### config.mk
export PLATFORM = sky130hd
export DESIGN_NAME = rcr_ctrl
export DESIGN_NICKNAME = d
export VERILOG_FILES = /design/src/rtl/core/rcr_pkg.sv /design/src/rtl/core/rcr_ctrl.sv
export SDC_FILE = /design/constraint.sdc
export NUM_CORES = 1
export LEC_CHECK = 0
export BUFFER_PORTS_ARGS = -buffer_cell sky130_fd_sc_hd__buf_2
export CORE_MARGIN = 1
export CORE_UTILIZATION = 50
export DETAILED_ROUTE_END_ITERATION = 8
export PLACE_DENSITY_LB_ADDON = 0.25
export RECOVER_POWER = 25
export SETUP_SLACK_MARGIN = 0.3
export SYNTH_ARGS = -nofsm -noshare
export SYNTH_HDL_FRONTEND = slang
export SYNTH_SLANG_ARGS = --single-unit
### constraint.sdc
create_clock -name clock -period 3.7 [get_ports clock]
set_input_delay 0.74 -clock clock [delete_from_list [all_inputs] [get_ports clock]]
set_output_delay 0.74 -clock clock [all_outputs]
set_load 0.01 [all_outputs]
### src/rtl/core/rcr_pkg.sv
`timescale 1ns / 1ps
// Package for the range capacity reservation block: field widths, result status codes,
// and the command and status structs that join the controller and the datapath.
// It depends on nothing.
package rcr_pkg;

   localparam int DATA_W   = 32;
   localparam int AMT_W    = 31;
   localparam int SLOT_W   = 10;
   localparam int STATUS_W = 2;
   localparam int COUNT_W  = 20;

   typedef logic [STATUS_W-1:0] status_code_type;
   localparam status_code_type STATUS_LOAD   = 2'd0;
   localparam status_code_type STATUS_GRANT  = 2'd1;
   localparam status_code_type STATUS_REJECT = 2'd2;
   localparam status_code_type STATUS_REFUSE = 2'd3;

   // Node index base selection.
   typedef logic [1:0] base_sel_type;
   localparam base_sel_type BASE_S = 2'd0;
   localparam base_sel_type BASE_T = 2'd1;
   localparam base_sel_type BASE_I = 2'd2;

   // Read address selection, relative to the selected base index.
   typedef logic [2:0] rd_sel_type;
   localparam rd_sel_type RD_BASE = 3'd0;
   localparam rd_sel_type RD_SIB  = 3'd1;
   localparam rd_sel_type RD_PAR  = 3'd2;
   localparam rd_sel_type RD_LCH  = 3'd3;
   localparam rd_sel_type RD_RCH  = 3'd4;

   // Which operand register captures the memory read data.
   typedef logic [2:0] cap_sel_type;
   localparam cap_sel_type CAP_NONE = 3'd0;
   localparam cap_sel_type CAP_A    = 3'd1;
   localparam cap_sel_type CAP_B    = 3'd2;
   localparam cap_sel_type CAP_P    = 3'd3;
   localparam cap_sel_type CAP_Q    = 3'd4;

   // Memory write operations.
   typedef logic [3:0] wr_sel_type;
   localparam wr_sel_type WR_NONE     = 4'd0;
   localparam wr_sel_type WR_LEAF     = 4'd1;
   localparam wr_sel_type WR_CLR      = 4'd2;
   localparam wr_sel_type WR_BASE_M   = 4'd3;
   localparam wr_sel_type WR_LCH_A_M  = 4'd4;
   localparam wr_sel_type WR_RCH_B_M  = 4'd5;
   localparam wr_sel_type WR_BASE_A_M = 4'd6;
   localparam wr_sel_type WR_SIB_B_M  = 4'd7;
   localparam wr_sel_type WR_PAR_P_M  = 4'd8;
   localparam wr_sel_type WR_SIB_SUB  = 4'd9;

   // Register updates in the datapath.
   typedef logic [3:0] act_type;
   localparam act_type ACT_NONE        = 4'd0;
   localparam act_type ACT_ACCEPT      = 4'd1;
   localparam act_type ACT_I_INC       = 4'd2;
   localparam act_type ACT_I_TOP       = 4'd3;
   localparam act_type ACT_I_DEC       = 4'd4;
   localparam act_type ACT_QSTEP       = 4'd5;
   localparam act_type ACT_QEND        = 4'd6;
   localparam act_type ACT_SHR_S       = 4'd7;
   localparam act_type ACT_ANS_ADD     = 4'd8;
   localparam act_type ACT_SUB_INIT    = 4'd9;
   localparam act_type ACT_SHR_ST      = 4'd10;
   localparam act_type ACT_RESP_LOAD   = 4'd11;
   localparam act_type ACT_RESP_REFUSE = 4'd12;
   localparam act_type ACT_RESP_REJECT = 4'd13;
   localparam act_type ACT_RESP_GRANT  = 4'd14;

   typedef struct packed {
      base_sel_type base;
      rd_sel_type   rd;
      cap_sel_type  cap;
      wr_sel_type   wr;
      act_type      act;
   } cmd_type;

   typedef struct packed {
      logic command;
      logic load_last;
      logic failed;
      logic s_eq_t;
      logic st_sib;
      logic s_even;
      logic t_odd;
      logic s_gt1;
      logic grant;
      logic i_one;
      logic i_last;
   } status_type;

endpackage

### src/rtl/core/rcr_ctrl.sv
`timescale 1ns / 1ps
// Controller of the range capacity reservation block: the state machine that sequences
// the memory clear, tree build, range query and range update through the datapath.
// It depends on rcr_pkg.
module rcr_ctrl (
   input  logic                clock,
   input  logic                reset,
   input  logic                start,
   output logic                busy,
   input  rcr_pkg::status_type st,
   output rcr_pkg::cmd_type    cmd
);
   import rcr_pkg::*;

   localparam logic [5:0] S_CLEAR = 6'd0,  S_IDLE = 6'd1,  S_DISP = 6'd2,  S_LDONE = 6'd3;
   localparam logic [5:0] S_BR0 = 6'd4,  S_BR1 = 6'd5,  S_BC = 6'd6;
   localparam logic [5:0] S_BW0 = 6'd7,  S_BW1 = 6'd8,  S_BW2 = 6'd9;
   localparam logic [5:0] S_Q0 = 6'd10,  S_QL0 = 6'd11, S_QL1 = 6'd12, S_QL2 = 6'd13;
   localparam logic [5:0] S_QL3 = 6'd14, S_QL4 = 6'd15, S_QL5 = 6'd16;
   localparam logic [5:0] S_QE0 = 6'd17, S_QE1 = 6'd18, S_QE2 = 6'd19, S_QE3 = 6'd20;
   localparam logic [5:0] S_QP0 = 6'd21, S_QP1 = 6'd22, S_QP2 = 6'd23, S_DEC = 6'd24;
   localparam logic [5:0] S_U0 = 6'd25,  S_U1 = 6'd26,  S_U2 = 6'd27,  S_U3 = 6'd28;
   localparam logic [5:0] S_U4 = 6'd29,  S_U5 = 6'd30,  S_U6 = 6'd31;
   localparam logic [5:0] S_LA0 = 6'd32, S_LA1 = 6'd33, S_LA2 = 6'd34, S_LA3 = 6'd35;
   localparam logic [5:0] S_LA4 = 6'd36, S_LA5 = 6'd37, S_LA6 = 6'd38, S_UF0 = 6'd39;

   localparam logic [1:0] PH_S = 2'd0, PH_T = 2'd1, PH_F = 2'd2;

   logic [5:0] state_ff, state_in;
   logic [1:0] phase_ff, phase_in;
   base_sel_type lift_base;

   assign lift_base = (phase_ff == PH_T) ? BASE_T : BASE_S;
   assign busy      = (state_ff != S_IDLE);

   always_comb begin
      state_in = state_ff;
      phase_in = phase_ff;
      cmd.base = BASE_S;
      cmd.rd   = RD_BASE;
      cmd.cap  = CAP_NONE;
      cmd.wr   = WR_NONE;
      cmd.act  = ACT_NONE;
      case (state_ff)
         S_CLEAR: begin
            cmd.wr  = WR_CLR;
            cmd.act = ACT_I_INC;
            if (st.i_last) begin
               state_in = S_IDLE;
            end
         end
         S_IDLE: begin
            if (start) begin
               cmd.act  = ACT_ACCEPT;
               state_in = S_DISP;
            end
         end
         S_DISP: begin
            if (!st.command) begin
               cmd.wr   = WR_LEAF;
               cmd.act  = ACT_I_TOP;
               state_in = st.load_last ? S_BR0 : S_LDONE;
            end else if (st.failed) begin
               cmd.act  = ACT_RESP_REFUSE;
               state_in = S_IDLE;
            end else begin
               state_in = S_Q0;
            end
         end
         S_LDONE: begin
            cmd.act  = ACT_RESP_LOAD;
            state_in = S_IDLE;
         end
         // Tree build, one internal node per pass from the top index downward.
         S_BR0: begin
            cmd.base = BASE_I;
            cmd.rd   = RD_LCH;
            state_in = S_BR1;
         end
         S_BR1: begin
            cmd.base = BASE_I;
            cmd.rd   = RD_RCH;
            cmd.cap  = CAP_A;
            state_in = S_BC;
         end
         S_BC: begin
            cmd.cap  = CAP_B;
            state_in = S_BW0;
         end
         S_BW0: begin
            cmd.base = BASE_I;
            cmd.wr   = WR_BASE_M;
            state_in = S_BW1;
         end
         S_BW1: begin
            cmd.base = BASE_I;
            cmd.wr   = WR_LCH_A_M;
            state_in = S_BW2;
         end
         S_BW2: begin
            cmd.base = BASE_I;
            cmd.wr   = WR_RCH_B_M;
            cmd.act  = ACT_I_DEC;
            state_in = st.i_one ? S_LDONE : S_BR0;
         end
         // Range minimum: walk both boundary paths upward.
         S_Q0: begin
            state_in = (st.s_eq_t || st.st_sib) ? S_QE0 : S_QL0;
         end
         S_QL0: begin
            cmd.rd   = RD_BASE;
            state_in = S_QL1;
         end
         S_QL1: begin
            cmd.rd   = RD_SIB;
            cmd.cap  = CAP_A;
            state_in = S_QL2;
         end
         S_QL2: begin
            cmd.base = BASE_T;
            cmd.rd   = RD_BASE;
            cmd.cap  = CAP_B;
            state_in = S_QL3;
         end
         S_QL3: begin
            cmd.base = BASE_T;
            cmd.rd   = RD_SIB;
            cmd.cap  = CAP_P;
            state_in = S_QL4;
         end
         S_QL4: begin
            cmd.cap  = CAP_Q;
            state_in = S_QL5;
         end
         S_QL5: begin
            cmd.act  = ACT_QSTEP;
            state_in = S_Q0;
         end
         S_QE0: begin
            cmd.rd   = RD_BASE;
            state_in = S_QE1;
         end
         S_QE1: begin
            cmd.base = BASE_T;
            cmd.rd   = RD_BASE;
            cmd.cap  = CAP_A;
            state_in = S_QE2;
         end
         S_QE2: begin
            cmd.cap  = CAP_P;
            state_in = S_QE3;
         end
         S_QE3: begin
            cmd.act  = ACT_QEND;
            state_in = S_QP0;
         end
         S_QP0: begin
            if (st.s_gt1) begin
               cmd.act  = ACT_SHR_S;
               state_in = S_QP1;
            end else begin
               state_in = S_DEC;
            end
         end
         S_QP1: begin
            cmd.rd   = RD_BASE;
            state_in = S_QP2;
         end
         S_QP2: begin
            cmd.act  = ACT_ANS_ADD;
            state_in = S_QP0;
         end
         S_DEC: begin
            if (st.grant) begin
               cmd.act  = ACT_SUB_INIT;
               state_in = S_U0;
            end else begin
               cmd.act  = ACT_RESP_REJECT;
               state_in = S_IDLE;
            end
         end
         // Range update between the two open boundaries.
         S_U0: begin
            state_in = st.st_sib ? S_UF0 : S_U1;
         end
         S_U1: begin
            if (st.s_even) begin
               cmd.rd   = RD_SIB;
               state_in = S_U2;
            end else begin
               state_in = S_U4;
            end
         end
         S_U2: begin
            cmd.cap  = CAP_B;
            state_in = S_U3;
         end
         S_U3: begin
            cmd.wr   = WR_SIB_SUB;
            state_in = S_U4;
         end
         S_U4: begin
            if (st.t_odd) begin
               cmd.base = BASE_T;
               cmd.rd   = RD_SIB;
               state_in = S_U5;
            end else begin
               phase_in = PH_S;
               state_in = S_LA0;
            end
         end
         S_U5: begin
            cmd.cap  = CAP_B;
            state_in = S_U6;
         end
         S_U6: begin
            cmd.base = BASE_T;
            cmd.wr   = WR_SIB_SUB;
            phase_in = PH_S;
            state_in = S_LA0;
         end
         // Pair lift: move the common minimum of a node and its sibling into the parent.
         S_LA0: begin
            cmd.base = lift_base;
            cmd.rd   = RD_BASE;
            state_in = S_LA1;
         end
         S_LA1: begin
            cmd.base = lift_base;
            cmd.rd   = RD_SIB;
            cmd.cap  = CAP_A;
            state_in = S_LA2;
         end
         S_LA2: begin
            cmd.base = lift_base;
            cmd.rd   = RD_PAR;
            cmd.cap  = CAP_B;
            state_in = S_LA3;
         end
         S_LA3: begin
            cmd.cap  = CAP_P;
            state_in = S_LA4;
         end
         S_LA4: begin
            cmd.base = lift_base;
            cmd.wr   = WR_BASE_A_M;
            state_in = S_LA5;
         end
         S_LA5: begin
            cmd.base = lift_base;
            cmd.wr   = WR_SIB_B_M;
            state_in = S_LA6;
         end
         S_LA6: begin
            cmd.base = lift_base;
            cmd.wr   = WR_PAR_P_M;
            case (phase_ff)
               PH_S: begin
                  phase_in = PH_T;
                  state_in = S_LA0;
               end
               PH_T: begin
                  cmd.act  = ACT_SHR_ST;
                  state_in = S_U0;
               end
               default: begin
                  cmd.act  = ACT_SHR_S;
                  state_in = S_UF0;
               end
            endcase
         end
         S_UF0: begin
            if (st.s_gt1) begin
               phase_in = PH_F;
               state_in = S_LA0;
            end else begin
               cmd.act  = ACT_RESP_GRANT;
               state_in = S_IDLE;
            end
         end
         default: begin
            state_in = S_IDLE;
         end
      endcase
   end

   always_ff @(posedge clock) begin
      if (reset) begin
         state_ff <= S_CLEAR;
         phase_ff <= PH_S;
      end else begin
         state_ff <= state_in;
         phase_ff <= phase_in;
      end
   end

endmodule

==> results.md <==
### GRT
- total routing resource utilization after global routing: 0.3306
- met3 global-route usage: 0.04367
- final global-route overflow total: 0
- met2 Usage GRT: 0.5056
- most congested layer reported by global routing: met2
- global routing met1 resource utilization: 0.4736
- antenna violations before repair: 0
- maximum number of pins on one net before global-route repair: 38
- global-route wire length before repair: 8.742 mm
- via count of the first global-routing pass: 1759

### STA
- number of pins with negative max-slew slack in the final report: 0
- max frequency: 324.7 MHz
- fraction of the cycle the final worst path needs: 0.8323
- fin crit period: 3.079 ns
- Worst slew margin: 0.4282
- worst-case clock skew: 0.01542 ns
- number of setup violations in the final report: 0
- sum of negative setup slack: 0 ns
- setup repair after global routing missed its margin: false
- worst slew pin tran: 0.8565 ns
- final hold violation count: 0

### Min path
- type of the most critical hold path: flip-flop to flip-flop
- worst hold stages: 1
- startpoint of the worst hold path: phase_ff[0]$_SDFFE_PP0P_
- terminating pin of the worst hold path: phase_ff[0]$_SDFFE_PP0P_

### Power and ir drop
- Max IR drop VDD: 0.0001040 V
- leakage power figure: 0.6497 nW
- areal power density over the cells: 153.6 nW/um^2

### Worst setup path
- arrival time of data at the critical path endpoint: 2.34 ns
- type of destination of the critical path: output port
- required time of the critical path: 2.96 ns
- startpoint of the worst register-to-register path: state_ff[5]$_SDFFE_PP0P_
- R2R Path End: state_ff[3]$_SDFFE_PP0P_
- FF-to-FF path depth: 6
- critical-path maximum fanout: 22
- Startpoint Class: flip-flop
- setup slack of the most critical reg-to-reg path: 1.23 ns
- Critical Setup Path Class: flip-flop to output port

### Yosys
- post-synth top area cell: dfxtp_1
- post-synthesis sequential area ratio: 0.09726
- Ys Warns: 0
- count of unique library cells instantiated by Yosys: 56
- top cell type's share of synthesized area: 0.09726
- mapped cell area: 1647 sq um
- Synth Net Count: 259
- number of synthesized flops with an enable pin: 0
- Primary FF master, synth: dfxtp_1
- number of synthesized register bits: 8
- Post-Syn Area per Cell: 6.721 sq um
- instance count of the mapped netlist: 245
- post-synthesis async set-or-reset flop share: 0
- top area cells in the synthesized netlist: dfxtp_1 9.7%, o21ai_0 6.4%, a21oi_1 5.5%

### Place
- number of buffers inserted by port buffering: 30
- DP HPWL: 3.917 mm
- area after detailed placement: 1742 sq um
- final weighted congestion in routability-driven placement: 1.046

### Floorplan
- number of placement rows: 20
- Die Outline Area: 3527 sq um
- height of the die: 59.39 microns
- core area: 3078 sq um
- Top Ports: 31
- Initial Utilization: 0.5350
- Horiz. Die Dim: 59.39 microns

### Clock network
- cts repair resizes: 0
- Clock transition at path regs: 0.07 ns
- root buf cell: clkbuf_4
- CTS H-tree lvls: 1
- worst-skew pair later-pin latency: 0.28 ns
- clock tree from TritonCTS: done
- number of clock buffers inserted by TritonCTS: 3
- clock tree buffer depth: 2
- post-cts hold buffer count: 0
- clock sink total: 8
- Post-CTS Repair Setup Buffers: 0

### Cells and area
- ant diodes: 0
- most frequent cells in the layout: 30 x buf_2, 24 x nand2_1, 22 x nor2_1, 22 x o21ai_0, 18 x a21oi_1
- layout-stage area growth over the synthesis result: 6.459%
- post-layout instance area: 1753 sq um
- Net count, final: 277
- share of final-layout standard cells stronger than drive strength 1: 0.1877
- most common library cell in the layout ignoring fill and taps: buf_2

### Job
- max-cap violation count: 0

### Detailed routing
- Antenna Violating Nets Remaining: 0
- WL/cell: 18.04 microns
- routed via count: 1998
- DRT Wirelength: 5.502 mm
- count of TritonRoute iterations in the first routing pass: 5
- post-detailed-route DRC marker count: 0
- detailed-route vias per instance: 6.551
- Iteration-0 DRC Markers: 146

### Status
- result of the run: complete, no violations

worst max path at each step:
stage / startpoint / to / slack (ns) / cells past startpoint
6_report: state_ff[5]$_SDFFE_PP0P_ / cmd[14] / 0.62 / 5
5_1_grt: state_ff[5]$_SDFFE_PP0P_ / cmd[14] / 0.54 / 5
4_1_cts: state_ff[2]$_SDFFE_PP0P_ / cmd[4] / 0.84 / 7
3_5_place_dp: state_ff[2]$_SDFFE_PP0P_ / cmd[4] / 1.15 / 7
3_3_place_gp: state_ff[1]$_SDFFE_PP0P_ / cmd[3] / 1.14 / 6
2_1_floorplan: state_ff[2]$_SDFFE_PP0P_ / cmd[12] / 1.43 / 5
sequential cells by signal, summed over array words and instances (netlist names):
signal	cells
phase_ff	2
state_ff	6
logic make-up (layout without fill, tap and decap cells):
logic type | count (synthesis) | in the layout | synth area share
simple gates | 113 | 113 | 0.3891
compound gates | 90 | 90 | 0.3716
buf+inv | 31 | 47 | 0.1246
flops | 8 | 8 | 0.09726
mux | 2 | 2 | 0.01216
xor+xnor | 1 | 1 | 0.005320
metal layers:
| layer | share of wire | wire length (microns) | vias to the layer above |
|---|---|---|---|
| li1 | - | - | 955 |
| met1 | 0.42 | 2309 | 893 |
| met2 | 0.44 | 2435 | 129 |
| met3 | 0.11 | 595 | 21 |
| met4 | 0.029 | 161 | 0 |
| met5 | 0 | 0 | - |
through the flow:
stage / hold WS (ns) / cells / setup WS [ns] / power [mW] / utilization
3_3_place_gp: 0.4737 / 302 / 1.139 / 0.1921 / 0.5659
4_1_cts: 0.5006 / 305 / 0.8432 / 0.2642 / 0.5732
5_1_grt: 0.5116 / 305 / 0.5382 / 0.2816 / 0.5695
3_5_place_dp: 0.4853 / 302 / 1.154 / 0.1914 / 0.5659
6_report: 0.4980 / 305 / 0.6206 / 0.2693 / 0.5695
2_1_floorplan: 0.4567 / 245 / 1.426 / 0.1631 / -
Yosys cell counts, drive strengths merged, types with 2 or more instances:
master / number
nor2: 23
o21ai: 24
nand2b: 12
a21oi: 18
a32oi: 3
o32ai: 3
a311o: 2
a211oi: 3
nor4: 2
o32a: 2
nand2: 24
inv: 6
buf: 23
a2bb2oi: 3
nor2b: 9
nand3: 16
a22oi: 3
nand4: 2
dfxtp: 8
nand3b: 2
a31oi: 6
a32o: 3
a22o: 3
clkbuf: 2
nor3: 11
and2b: 4
and3: 2
mux2i: 2
o22ai: 7
critical path, cell delays in order (launching register included):
cell and delay, ns:
dfxtp_1 0.88, clkbuf_1 0.43, and2b_1 0.29, nand2_1 0.15
o221ai_1 0.13, buf_2 0.18
report_power, final:
part           internal, mW  total, mW  switching [mW]
Clock                0.0376     0.0765          0.0389
Sequential           0.0879     0.0898         0.00191
Combinational        0.0374      0.103          0.0655
layout make-up:
cell class / count / area [sq um]
clock buffers: 3 / 22.52
fillers: 328 / 1325
inverters: 6 / 22.52
multi-input cells: 206 / 1274
flip-flops and latches: 8 / 160.2
well taps: 44 / 55.05
repair buffers: 38 / 219.0
No activity file was read; power rests on OpenSTA's default activity.
